===== config.mk =====
export PLATFORM = sky130hd
export DESIGN_NAME = accumulator_cpu_with_char_io_top
export DESIGN_NICKNAME = d
export VERILOG_FILES = /design/src/rtl/core/accio_pkg.sv /design/src/rtl/core/accio_regfile.sv /design/src/rtl/core/accio_exec.sv /design/src/rtl/core/accumulator_cpu_with_char_io_top.sv
export SDC_FILE = /design/constraint.sdc
export NUM_CORES = 1
export LEC_CHECK = 0
export BUFFER_PORTS_ARGS = -buffer_cell sky130_fd_sc_hd__buf_2
export CAP_MARGIN = 20
export CORE_MARGIN = 8
export CORE_UTILIZATION = 45
export DETAILED_ROUTE_END_ITERATION = 10
export GPL_TIMING_DRIVEN = 0
export SLEW_MARGIN = 10
export SYNTH_ARGS = -nofsm -noshare
export SYNTH_HDL_FRONTEND = slang
export SYNTH_SLANG_ARGS = --single-unit
export TNS_END_PERCENT = 50

===== constraint.sdc =====
create_clock -name clock -period 11.95 [get_ports clock]
set_input_delay 2.9875 -clock clock [delete_from_list [all_inputs] [get_ports clock]]
set_output_delay 2.9875 -clock clock [all_outputs]
set_load 0.01 [all_outputs]

===== src/rtl/core/accio_pkg.sv =====
// Shared types and constants for the accumulator processor with character I/O.
package accio_pkg;

   typedef enum logic [0:0] {
      CMD_LOAD = 1'b0,
      CMD_RUN  = 1'b1
   } cmd_type;

   typedef enum logic [2:0] {
      OP_LOAD  = 3'd0,
      OP_STORE = 3'd1,
      OP_ADD   = 3'd2,
      OP_SUB   = 3'd3,
      OP_JMP   = 3'd4,
      OP_JNEG  = 3'd5,
      OP_JPOS  = 3'd6,
      OP_JZERO = 3'd7
   } op_type;

   typedef struct packed {
      logic load_en;
      logic in_taken;
      logic out_emit;
      logic store_en;
   } mem_ctl_type;

   localparam logic [7:0] NEWLINE_CHAR = 8'd10;
   localparam logic [7:0] BYTE_MASK    = 8'hFF;

endpackage


===== src/rtl/core/accio_regfile.sv =====
// Word store with reset contents and the load, input, output and store write ports.
module accio_regfile import accio_pkg::*; #(
   parameter int DATA_WIDTH = 8,
   parameter int IN_CELL    = 30,
   parameter int OUT_CELL   = 31
) (
   input  logic                    clock,
   input  logic                    reset,
   input  mem_ctl_type             wr_ctl,
   input  logic [DATA_WIDTH-4:0]   load_addr,
   input  logic [DATA_WIDTH-1:0]   load_word,
   input  logic [DATA_WIDTH-1:0]   in_word,
   input  logic [DATA_WIDTH-1:0]   out_word,
   input  logic [DATA_WIDTH-4:0]   store_addr,
   input  logic [DATA_WIDTH-1:0]   store_word,
   input  logic [DATA_WIDTH-4:0]   pc_addr,
   input  logic [DATA_WIDTH-4:0]   ea_addr,
   output logic [DATA_WIDTH-1:0]   pc_data,
   output logic [DATA_WIDTH-1:0]   ea_data,
   output logic [DATA_WIDTH-1:0]   icell_data,
   output logic [DATA_WIDTH-1:0]   ocell_data
);

   localparam int ADDR_BITS = DATA_WIDTH - 3;
   localparam int DEPTH     = 1 << ADDR_BITS;
   localparam logic [ADDR_BITS-1:0] ICELL = ADDR_BITS'(IN_CELL);
   localparam logic [ADDR_BITS-1:0] OCELL = ADDR_BITS'(OUT_CELL);

   logic [DATA_WIDTH-1:0] mem_ff [DEPTH];

   // The store of a run item takes precedence over the output cell, which takes
   // precedence over the input cell.
   always_ff @(posedge clock) begin
      if (reset) begin
         for (int i = 0; i < DEPTH; i++) begin
            if (ADDR_BITS'(i) == ICELL) begin
               mem_ff[i] <= DATA_WIDTH'(NEWLINE_CHAR);
            end else begin
               mem_ff[i] <= '0;
            end
         end
      end else if (wr_ctl.load_en) begin
         mem_ff[load_addr] <= load_word;
      end else begin
         for (int i = 0; i < DEPTH; i++) begin
            if (wr_ctl.store_en && store_addr == ADDR_BITS'(i)) begin
               mem_ff[i] <= store_word;
            end else if (wr_ctl.out_emit && OCELL == ADDR_BITS'(i)) begin
               mem_ff[i] <= out_word;
            end else if (wr_ctl.in_taken && ICELL == ADDR_BITS'(i)) begin
               mem_ff[i] <= in_word;
            end
         end
      end
   end

   assign pc_data    = mem_ff[pc_addr];
   assign ea_data    = mem_ff[ea_addr];
   assign icell_data = mem_ff[ICELL];
   assign ocell_data = mem_ff[OCELL];

endmodule


===== src/rtl/core/accio_exec.sv =====
// One machine cycle: character I/O on the mapped cells, fetch and execute.
module accio_exec import accio_pkg::*; #(
   parameter int DATA_WIDTH = 8,
   parameter int IN_CELL    = 30,
   parameter int OUT_CELL   = 31
) (
   input  logic                    load,
   input  logic                    run,
   input  logic [7:0]              in_char,
   input  logic [DATA_WIDTH-1:0]   acc,
   input  logic [DATA_WIDTH-1:0]   pc,
   input  logic [DATA_WIDTH-1:0]   icell_data,
   input  logic [DATA_WIDTH-1:0]   ocell_data,
   input  logic [DATA_WIDTH-1:0]   pc_data,
   input  logic [DATA_WIDTH-1:0]   ea_data,
   output mem_ctl_type             wr_ctl,
   output logic [DATA_WIDTH-1:0]   in_word,
   output logic [DATA_WIDTH-1:0]   out_word,
   output logic [DATA_WIDTH-4:0]   pc_addr,
   output logic [DATA_WIDTH-4:0]   ea_addr,
   output logic [DATA_WIDTH-1:0]   acc_next,
   output logic [DATA_WIDTH-1:0]   pc_next,
   output logic [7:0]              out_char
);

   localparam int ADDR_BITS = DATA_WIDTH - 3;
   localparam logic [ADDR_BITS-1:0] ICELL = ADDR_BITS'(IN_CELL);
   localparam logic [ADDR_BITS-1:0] OCELL = ADDR_BITS'(OUT_CELL);
   localparam logic [DATA_WIDTH-1:0] HIGH_MASK = ~DATA_WIDTH'(BYTE_MASK);

   logic                  taken;
   logic                  emit;
   logic [DATA_WIDTH-1:0] out_pre;
   logic [DATA_WIDTH-1:0] instr;
   logic [DATA_WIDTH-1:0] operand;
   op_type                op;
   logic                  acc_neg;
   logic                  acc_zero;
   logic                  jump;

   // The input step runs before the output step, so a shared cell sees the new character.
   always_comb begin
      taken    = run && (icell_data[7:0] == 8'd0);
      in_word  = (icell_data & HIGH_MASK) | DATA_WIDTH'(in_char);
      out_pre  = (ICELL == OCELL && taken) ? in_word : ocell_data;
      emit     = run && (out_pre[7:0] != 8'd0);
      out_word = out_pre & HIGH_MASK;
      out_char = emit ? out_pre[7:0] : 8'd0;
   end

   // Fetch and operand reads see the cells as left by the I/O steps.
   always_comb begin
      pc_addr = pc[ADDR_BITS-1:0];
      if (emit && pc_addr == OCELL) begin
         instr = out_word;
      end else if (taken && pc_addr == ICELL) begin
         instr = in_word;
      end else begin
         instr = pc_data;
      end
      ea_addr = instr[ADDR_BITS-1:0];
      if (emit && ea_addr == OCELL) begin
         operand = out_word;
      end else if (taken && ea_addr == ICELL) begin
         operand = in_word;
      end else begin
         operand = ea_data;
      end
      op = op_type'(instr[DATA_WIDTH-1 -: 3]);
   end

   always_comb begin
      acc_neg  = acc[DATA_WIDTH-1];
      acc_zero = (acc == '0);
      acc_next = acc;
      jump     = 1'b0;
      unique case (op)
         OP_LOAD:  acc_next = operand;
         OP_STORE: acc_next = acc;
         OP_ADD:   acc_next = acc + operand;
         OP_SUB:   acc_next = acc - operand;
         OP_JMP:   jump = 1'b1;
         OP_JNEG:  jump = acc_neg;
         OP_JPOS:  jump = !acc_neg && !acc_zero;
         OP_JZERO: jump = acc_zero;
         default:  jump = 1'b0;
      endcase
      if (!run) begin
         acc_next = acc;
         pc_next  = pc;
      end else if (jump) begin
         pc_next = instr;
      end else begin
         pc_next = pc + DATA_WIDTH'(1);
      end
      wr_ctl.load_en  = load;
      wr_ctl.in_taken = taken;
      wr_ctl.out_emit = emit;
      wr_ctl.store_en = run && (op == OP_STORE);
   end

endmodule


===== src/rtl/core/accumulator_cpu_with_char_io_top.sv =====
// Top level of the accumulator processor with memory-mapped character I/O.
// An item passes the request register, then the response register drives the rsp_ ports.
// One item per cycle while rsp_stall is low; each machine cycle is one register stage.
// The word store is a register file read and written in the same cycle as the execute step.
// Reset is synchronous and active high: accumulator and program counter go to zero, every
// memory word to zero except the input cell, which holds newline.
module accumulator_cpu_with_char_io_top import accio_pkg::*; #(
   parameter int DATA_WIDTH = 8,
   parameter int IN_CELL    = 30,
   parameter int OUT_CELL   = 31
) (
   input  logic       clock,
   input  logic       reset,
   input  logic       req_valid,
   output logic       req_stall,
   input  logic       req_cmd,
   input  logic [4:0] req_load_addr,
   input  logic [7:0] req_load_word,
   input  logic [7:0] req_in_char,
   output logic       rsp_valid,
   input  logic       rsp_stall,
   output logic       rsp_out_valid,
   output logic [7:0] rsp_out_char,
   output logic       rsp_in_taken,
   output logic [7:0] rsp_pc_now,
   output logic [7:0] rsp_acc_now
);

   localparam int ADDR_BITS = DATA_WIDTH - 3;

   logic                  s1_valid_ff;
   logic                  s1_cmd_ff;
   logic [4:0]            s1_load_addr_ff;
   logic [7:0]            s1_load_word_ff;
   logic [7:0]            s1_in_char_ff;
   logic [DATA_WIDTH-1:0] acc_ff;
   logic [DATA_WIDTH-1:0] pc_ff;
   logic                  rsp_valid_ff;
   logic                  rsp_out_valid_ff;
   logic [7:0]            rsp_out_char_ff;
   logic                  rsp_in_taken_ff;
   logic [7:0]            rsp_pc_now_ff;
   logic [7:0]            rsp_acc_now_ff;

   logic                  out_free;
   logic                  fire;
   logic                  run;
   logic                  load;
   mem_ctl_type           wr_ctl;
   logic [DATA_WIDTH-1:0] in_word;
   logic [DATA_WIDTH-1:0] out_word;
   logic [ADDR_BITS-1:0]  pc_addr;
   logic [ADDR_BITS-1:0]  ea_addr;
   logic [DATA_WIDTH-1:0] pc_data;
   logic [DATA_WIDTH-1:0] ea_data;
   logic [DATA_WIDTH-1:0] icell_data;
   logic [DATA_WIDTH-1:0] ocell_data;
   logic [DATA_WIDTH-1:0] acc_next;
   logic [DATA_WIDTH-1:0] pc_next;
   logic [7:0]            out_char;

   assign out_free  = !rsp_valid_ff || !rsp_stall;
   assign fire      = s1_valid_ff && out_free;
   assign req_stall = s1_valid_ff && !out_free;
   assign run       = fire && (s1_cmd_ff == CMD_RUN);
   assign load      = fire && (s1_cmd_ff == CMD_LOAD);

   always_ff @(posedge clock) begin
      if (reset) begin
         s1_valid_ff <= 1'b0;
      end else if (!req_stall) begin
         s1_valid_ff <= req_valid;
      end
   end

   always_ff @(posedge clock) begin
      if (req_valid && !req_stall) begin
         s1_cmd_ff       <= req_cmd;
         s1_load_addr_ff <= req_load_addr;
         s1_load_word_ff <= req_load_word;
         s1_in_char_ff   <= req_in_char;
      end
   end

   always_ff @(posedge clock) begin
      if (reset) begin
         acc_ff <= '0;
         pc_ff  <= '0;
      end else if (fire) begin
         acc_ff <= acc_next;
         pc_ff  <= pc_next;
      end
   end

   always_ff @(posedge clock) begin
      if (reset) begin
         rsp_valid_ff <= 1'b0;
      end else if (out_free) begin
         rsp_valid_ff <= fire;
      end
   end

   always_ff @(posedge clock) begin
      if (fire) begin
         rsp_out_valid_ff <= wr_ctl.out_emit;
         rsp_out_char_ff  <= out_char;
         rsp_in_taken_ff  <= wr_ctl.in_taken;
         rsp_pc_now_ff    <= pc_next[7:0];
         rsp_acc_now_ff   <= acc_next[7:0];
      end
   end

   accio_exec #(
      .DATA_WIDTH (DATA_WIDTH),
      .IN_CELL    (IN_CELL),
      .OUT_CELL   (OUT_CELL)
   ) u_exec (
      .load       (load),
      .run        (run),
      .in_char    (s1_in_char_ff),
      .acc        (acc_ff),
      .pc         (pc_ff),
      .icell_data (icell_data),
      .ocell_data (ocell_data),
      .pc_data    (pc_data),
      .ea_data    (ea_data),
      .wr_ctl     (wr_ctl),
      .in_word    (in_word),
      .out_word   (out_word),
      .pc_addr    (pc_addr),
      .ea_addr    (ea_addr),
      .acc_next   (acc_next),
      .pc_next    (pc_next),
      .out_char   (out_char)
   );

   accio_regfile #(
      .DATA_WIDTH (DATA_WIDTH),
      .IN_CELL    (IN_CELL),
      .OUT_CELL   (OUT_CELL)
   ) u_regfile (
      .clock      (clock),
      .reset      (reset),
      .wr_ctl     (wr_ctl),
      .load_addr  (ADDR_BITS'(s1_load_addr_ff)),
      .load_word  (DATA_WIDTH'(s1_load_word_ff)),
      .in_word    (in_word),
      .out_word   (out_word),
      .store_addr (ea_addr),
      .store_word (acc_ff),
      .pc_addr    (pc_addr),
      .ea_addr    (ea_addr),
      .pc_data    (pc_data),
      .ea_data    (ea_data),
      .icell_data (icell_data),
      .ocell_data (ocell_data)
   );

   assign rsp_valid     = rsp_valid_ff;
   assign rsp_out_valid = rsp_out_valid_ff;
   assign rsp_out_char  = rsp_out_char_ff;
   assign rsp_in_taken  = rsp_in_taken_ff;
   assign rsp_pc_now    = rsp_pc_now_ff;
   assign rsp_acc_now   = rsp_acc_now_ff;

endmodule


### After elaboration in Yosys (flattened, before gate mapping)

Memories as Yosys holds them, arrays and structs flattened. A register that Yosys moved wholly into a read port is not among the register bits.
Index checks and enable logic that the tools add are counted.

| storage, ports and cells | value |
|---|---|
| bits in registers | 66 |
| latch bits | 0 |
| bits in writable memories | 256 |
| memory bits (read-only) | 0 |
| bits of input ports | 26 |
| output and inout bits | 28 |
| memories | 1 |

| operators by class | value |
|---|---|
| add/subtract/negate cells | 3 |
| $mul | 0 |
| divide/modulo/power cells | 0 |
| $lt $le $gt $ge | 0 |
| equal/unequal tests | 40 |
| shift-type cells | 0 |
| muxes and demuxes | 191 |
| bitwise gates (word level) | 35 |
| reduce and logical (&&, ||, !) cells | 58 |

Memory list:

| name | depth | width | rd ports | clocked after Yosys merged registers in | wr ports | RTL line | text |
|---|---|---|---|---|---|---|---|
| u_regfile.mem_ff | 32 | 8 | 4 | 1 | 32 | accio_regfile.sv:29 | `logic [DATA_WIDTH-1:0] mem_ff [DEPTH];` |

Operator list:

| kind | number |
|---|---|
| 8-bit 2-to-1 mux | 42 |
| 1-bit 2-to-1 mux | 144 |
| 5-bit equality test, second input constant | 18 |
| 1-bit logical AND | 45 |
| 5-bit by 4-bit equality test with 1-bit output, second input constant | 8 |
| 1-bit OR | 34 |
| 8-bit one-hot mux with 3 select lines | 1 |
| 5-bit by 3-bit equality test with 1-bit output, second input constant | 4 |
| 8-bit logical NOT | 2 |
| 5-bit 2-to-1 mux | 3 |
| 3-bit equality test, second input constant | 4 |
| 5-bit by 2-bit equality test with 1-bit output, second input constant | 2 |
| 8-bit by 1-bit adder with 8-bit output, second input constant | 1 |
| 8-bit adder | 1 |
| 8-bit nonzero test | 1 |
| 8-bit OR reduction | 1 |
| 8-bit subtractor | 1 |
| 3-bit by 2-bit equality test with 1-bit output, second input constant | 2 |
| 1-bit logical NOT | 6 |
| 5-bit by 1-bit equality test with 1-bit output, second input constant | 1 |
| 5-bit logical NOT | 1 |
| 1-bit one-hot mux with 4 select lines | 1 |
| 3-bit by 1-bit equality test with 1-bit output, second input constant | 1 |
| 3-bit logical NOT | 1 |
| other kinds (2) | 2 |

### Depth between registers and ports, before layout

| logic depth | value |
|---|---|
| depth in word-level cells | 17 |
| mapped depth | 30 |
| gate-level depth less buffers | 25 |

### Hierarchy

Synthesis repeated with hierarchy kept, for this count alone.

| second synthesis, totals | value |
|---|---|
| cell total of the unflattened synthesis | 1451 |
| area, all modules | 19198.4 um^2 |

By module, submodules not included:

| module | times used | cells each | area each (um^2) | sequential area each (um^2) |
|---|---|---|---|---|
| accio_regfile | 1 | 1085 | 15304.7 | 7687.4 |
| accumulator_cpu_with_char_io_top | 1 | 129 | 2258.4 | 1801.7 |
| accio_exec | 1 | 237 | 1635.3 | 0.0 |

### Worst setup path before layout

OpenSTA, ideal clock, no wires.

| timing | value |
|---|---|
| path kind | in2reg |
| start | input rsp_stall |
| end | register rsp_acc_now_ff[6], in the netlist rsp_acc_now[6], data pin |
| setup time | 259 ps |
| arrival | 7758 ps |
| data required time | 11691 ps |
| path slack | 3933 ps |
| stages on the path | 25 |
| cell sequence | nand2_1 > nand2_1 > inv_1 > clkbuf_1 > o2111a_1 > clkbuf_1 > a211oi_1 > clkbuf_1 > inv_1 > clkbuf_1 > a211oi_1 > o2bb2ai_1 > a211oi_1 > a21o_1 > nand2b_1 > nand2_1 > xor2_1 > ha_1 > o21ai_0 > nand2b_1 > a21o_1 > a21oi_1 > xnor2_1 > a22o_1 > a22o_1 |

| between the ends | value |
|---|---|
| word-level cells in the longest chain between the ends | 15 |
| elaborated cells on any way between the ends | 24 |
| those cells by class | 2 x add/sub; 4 x eq/ne; 6 x mux; 11 x reduce/logical; 1 x memory |

RTL lines:

| element | RTL line | text |
|---|---|---|
| from (decl) | accumulator_cpu_with_char_io_top.sv:21 | `input logic rsp_stall,` |
| 1-bit logical NOT * | accumulator_cpu_with_char_io_top.sv:62 | `assign out_free = !rsp_valid_ff \|\| !rsp_stall;` |
| 1-bit logical OR * | accumulator_cpu_with_char_io_top.sv:62 |  |
| 1-bit logical AND * | accumulator_cpu_with_char_io_top.sv:63 | `assign fire = s1_valid_ff && out_free;` |
| net fire | accumulator_cpu_with_char_io_top.sv:46 | `logic fire;` |
| 1-bit logical AND * | accumulator_cpu_with_char_io_top.sv:65 | `assign run = fire && (s1_cmd_ff == CMD_RUN);` |
| branches (longest 10 deep; another with memory 32 x 8 bit) | - |  |
| 8-bit 2-to-1 mux * | accio_exec.sv:88 | `if (!run) begin` |
| net acc_next[6] | accumulator_cpu_with_char_io_top.sv:58 | `logic [DATA_WIDTH-1:0] acc_next;` |
| to (signal assigned) | accumulator_cpu_with_char_io_top.sv:109 | `rsp_acc_now_ff <= acc_next[7:0];` |
| to (decl) | accumulator_cpu_with_char_io_top.sv:43 | `logic [7:0] rsp_acc_now_ff;` |

Mark *: on every way through the listed nets, which the timed path passes.
A chain may end at the register's enable or synchronous reset.

### Worst setup path after layout

| timing | value |
|---|---|
| start | input rsp_stall |
| end | register acc_ff[6] |

| between the ends | value |
|---|---|
| word-level cells in the longest chain between the ends | 15 |
| elaborated cells on any way between the ends | 24 |
| those cells by class | 2 x add/sub; 4 x eq/ne; 6 x mux; 11 x reduce/logical; 1 x memory |

RTL lines:

| element | RTL line | text |
|---|---|---|
| 1-bit logical NOT * | accumulator_cpu_with_char_io_top.sv:62 |  |
| 1-bit logical OR * | accumulator_cpu_with_char_io_top.sv:62 |  |
| 1-bit logical AND * | accumulator_cpu_with_char_io_top.sv:63 |  |
| 1-bit logical AND * | accumulator_cpu_with_char_io_top.sv:65 |  |
| branches (longest 10 deep; another with memory 32 x 8 bit) | - |  |
| 8-bit 2-to-1 mux * | accio_exec.sv:88 |  |
| net acc_next[6] | accumulator_cpu_with_char_io_top.sv:58 |  |
| to (signal assigned) | accumulator_cpu_with_char_io_top.sv:90 | `acc_ff <= acc_next;` |
| to (decl) | accumulator_cpu_with_char_io_top.sv:36 | `logic [DATA_WIDTH-1:0] acc_ff;` |

Marks and branches as above.

==> metrics.md <==
| Metric | Value |
|---|---|
| Rel. slew slack | between 10% and 20% |
| Max IR drop VDD | just over 0.1 mV |
| Die height | approximately 220 microns |
| Horiz. Die Dim | ~220 microns |
| Register area | around 9600 sq um |
| Overflow after GRT | 0 |
| Buffers and inverters on the worst path | 5 |
| CTS tree | done |
| PD cells | 148.0 nW/um^2 |
| Measured slew at the worst slew-check pin | around 1.3 ns |
| CTS Hold Bufs | 0 |
| Critical path's top delay family | compound AO/OA/AOI/OAI gates |
| Fin nets | a little under 2000 |
| Die area | approximately 51000 sq um |
| Flops & latches, synth | 327 |
| Pins Over Slew Limit | 0 |
| Routed wire length | slightly below 100000 microns |
| Worst hold-check path type | reg -> reg |
| Worst EP arrival | between 10 and 15 ns |
| Syn nets | about 1800 |
| Most used cell, CP | nand2_1 |
| Cells after synthesis | about 1800 |
| Area of the mapped netlist | slightly below 20000 sq um |
| TNS Setup | 0 ns |
| Post-cts sizing count | 0 |
| Hold Violations, Final | 0 |
| Worst clock skew | around 0.04 ns |
| Count of input and output buffers | 53 |
| Routed len/inst | 39.14 microns |
| Ratio of cells with drive above 1 in the final layout | between 10% and 20% |
| Antenna violations before repair | 5 |
| Largest net degree at the start of global routing | 36 |
| Status | finished clean |
| H-tree depth | 2 |
| Post-place setup slack | 2.012 ns |
| Synth area leaders | edfxtp_1 (47%), mux2i_1 (7.7%), a22o_1 (6.9%) |
| Yosys top cell area share | between 40% and 50% |
| Worst setup SP type | input pin |
| Worst setup margin | about 2.2 ns |
| Vias in the first global route | around 17000 |
| Area leader, netlist | edfxtp_1 |
| Tot GR Track Use | 38.26% |
| Core box area | 43080 sq um |
| Reg clk slew, reported paths | approximately 0.06 ns |
| Period utilization | between 80% and 90% |
| Worst skew pair latency | between 0.5 and 0.6 ns |
| Detail Placement HPWL | about 74000 microns |
| Fillers | roughly 3900 |
| EDFF count, synth | just over 300 |
| Placed cell count | 2450 |
| CTS Sinks | 327 |
| Fmax | 0.1026 GHz |
| Most common cell after layout, fill and taps aside | edfxtp_1 |
| Reg2reg setup slack | roughly 3.9 ns |
| Initial Util | between 40% and 50% |
| Longest Clk Path Bufs | 3 |
| Synthesis-to-finish area growth | 11.99% |
| FP Rows | 76 |
| Synth Warn # | 0 |
| Crit-path max FO | 12 |
| Sequential cell area fraction in the yosys report | ~49% |
| Vias post-DR | about 18000 |
| First-pass GRT wire length | between 100000 and 150000 microns |
| CP Class | in -> reg |
| Drt initial violations | about 2700 |
| GP Congestion | around 1.1 |
| Min cycle time layout | 9.750 ns |
| Async SR Flop Fraction | 0% |
| Avg Cell Area, Syn | roughly 11 sq um |
| Crit. End Element | flop |
| CP max stage cell | a211oi_1 |
| Lkg Pwr | slightly below 8 nW |
| Remaining DRCs | 0 |
| Post-synth cell types | 76 |
| Vias per inst | between 7 and 8 |
| Max stage delay on crit path | 0.83 ns |
| Root Buffer | clkbuf_16 |
| Antenna viol nets, final | 0 |
| Post-CTS setup buffer count | 0 |
| Most frequent cells in the layout | edfxtp_1 (304), nand2_1 (227), a22o_1 (154), mux2i_1 (151), o21ai_0 (140) |
| WP data required | ~12 ns |
| Setup violators final | 0 |
| Drt pass-1 iters | 7 |
| Non-filler cells, final | about 2500 |
| Max-cap violations | 0 |
| Synth Flop Type | edfxtp_1 |
| Clock buffer count from CTS | 38 |
| RSZ-0062 raised after global routing | false |
| Area of the multi-input gates | 9175 sq um |
| IO Pins | 54 |
cell families after synthesis:
logic type / share of synthesized area [%]
and+or+nand+nor: 12.34
adders and majority gates: 0.6758
xor gates and xnor gates: 0.6694
muxes: 12.35
AOI/OAI and AO/OA: 20.68
buffers and inverters: 4.431
DFF: 48.86
power by group:
group | switching, mW | leakage (nW) | total [mW] | internal [mW]
Combinational | 0.519 | 3.92 | 0.741 | 0.223
Sequential | 0.0646 | 3.29 | 1.37 | 1.31
Clock | 0.490 | 0.571 | 1.14 | 0.650
registers in the layout (all words and copies together), names as in the netlist, named ones only:
| register | flops |
|---|---|
| acc_ff | 8 |
| s1_in_char_ff | 8 |
| rsp_acc_now | 8 |
| rsp_out_char | 8 |
| u_regfile.mem_ff | 256 |
| rsp_in_taken | 1 |
| s1_load_addr_ff | 5 |
| s1_cmd_ff | 1 |
| rsp_out_valid | 1 |
| pc_ff | 8 |
| rsp_valid | 1 |
| s1_valid_ff | 1 |
| rsp_pc_now | 8 |
| s1_load_word_ff | 8 |
final timing paths:
path,startpoint,endpoint,depth (start not counted)
setup / recovery,rsp_stall,acc_ff[6],28
hold / removal,s1_valid_ff,rsp_valid,2
setup reg to reg,flop,acc_ff[6],27
hold reg to reg,s1_valid_ff,rsp_valid,2
stage by stage:
stage	power, mW	hold WS [ns]	utilization, %	cell area, sq um
3_3_place_gp	2.087	0.4764	47.87	20620
5_1_grt	3.304	0.5447	50.99	21960
2_1_floorplan	1.773	0.4502	-	19630
3_5_place_dp	2.092	0.5117	48.14	20740
4_1_cts	3.210	0.5246	50.90	21930
6_report	3.254	0.5171	51.02	21980
cell usage after synthesis (10+ instances only):
cell type	n
clkbuf_1	107
buf_6	12
a2111oi_0	17
o211ai_1	12
a211oi_1	20
o21ai_0	141
mux2i_1	151
and2_1	27
nand4_1	13
mux4_2	40
nor3_1	15
nand2_1	227
a22oi_1	37
a221oi_1	25
a22o_1	154
nor2_1	101
nand2b_1	16
or3_1	18
a211o_1	18
nor2b_1	18
nand3_1	36
a21oi_1	49
and3_1	17
a32oi_1	10
dfxtp_1	23
buf_2	27
inv_1	21
nor4_1	13
edfxtp_1	304
worst register-to-register path: cells and delay by family, from the launching register on:
| kind | cells | cell delay, ns |
|---|---|---|
| AO/OA/AOI/OAI | 9 | 1.83 |
| XOR/XNOR | 2 | 0.25 |
| adder cells (fa/ha/maj) | 1 | 0.39 |
| buffers and inverters | 5 | 2.32 |
| flip-flops | 1 | 0.36 |
| AND/OR/NAND/NOR | 10 | 2.73 |
routing by layer:
layer  vias to the layer above  global-route usage (%)  share of wire (%)
met5                         -                       0              0.031
met4                         2                   26.84                8.3
met3                       373                   11.44                 13
met2                      1482                   54.94                 42
met1                      8898                   48.96                 37
li1                       7256                       -                  -
final cells by class:
type                    count  area share [%]
flip-flops and latches    327           43.63
multi-input cells        1296           41.75
clock buffers              49           4.651
plain buffers             159           3.587
well taps                 585           3.330
repair buffers             65           1.850
clock inverters            19          0.7572
inverters                  22          0.3757
diodes                      6         0.06832
Note: power is estimated with default switching activity, not from simulation.
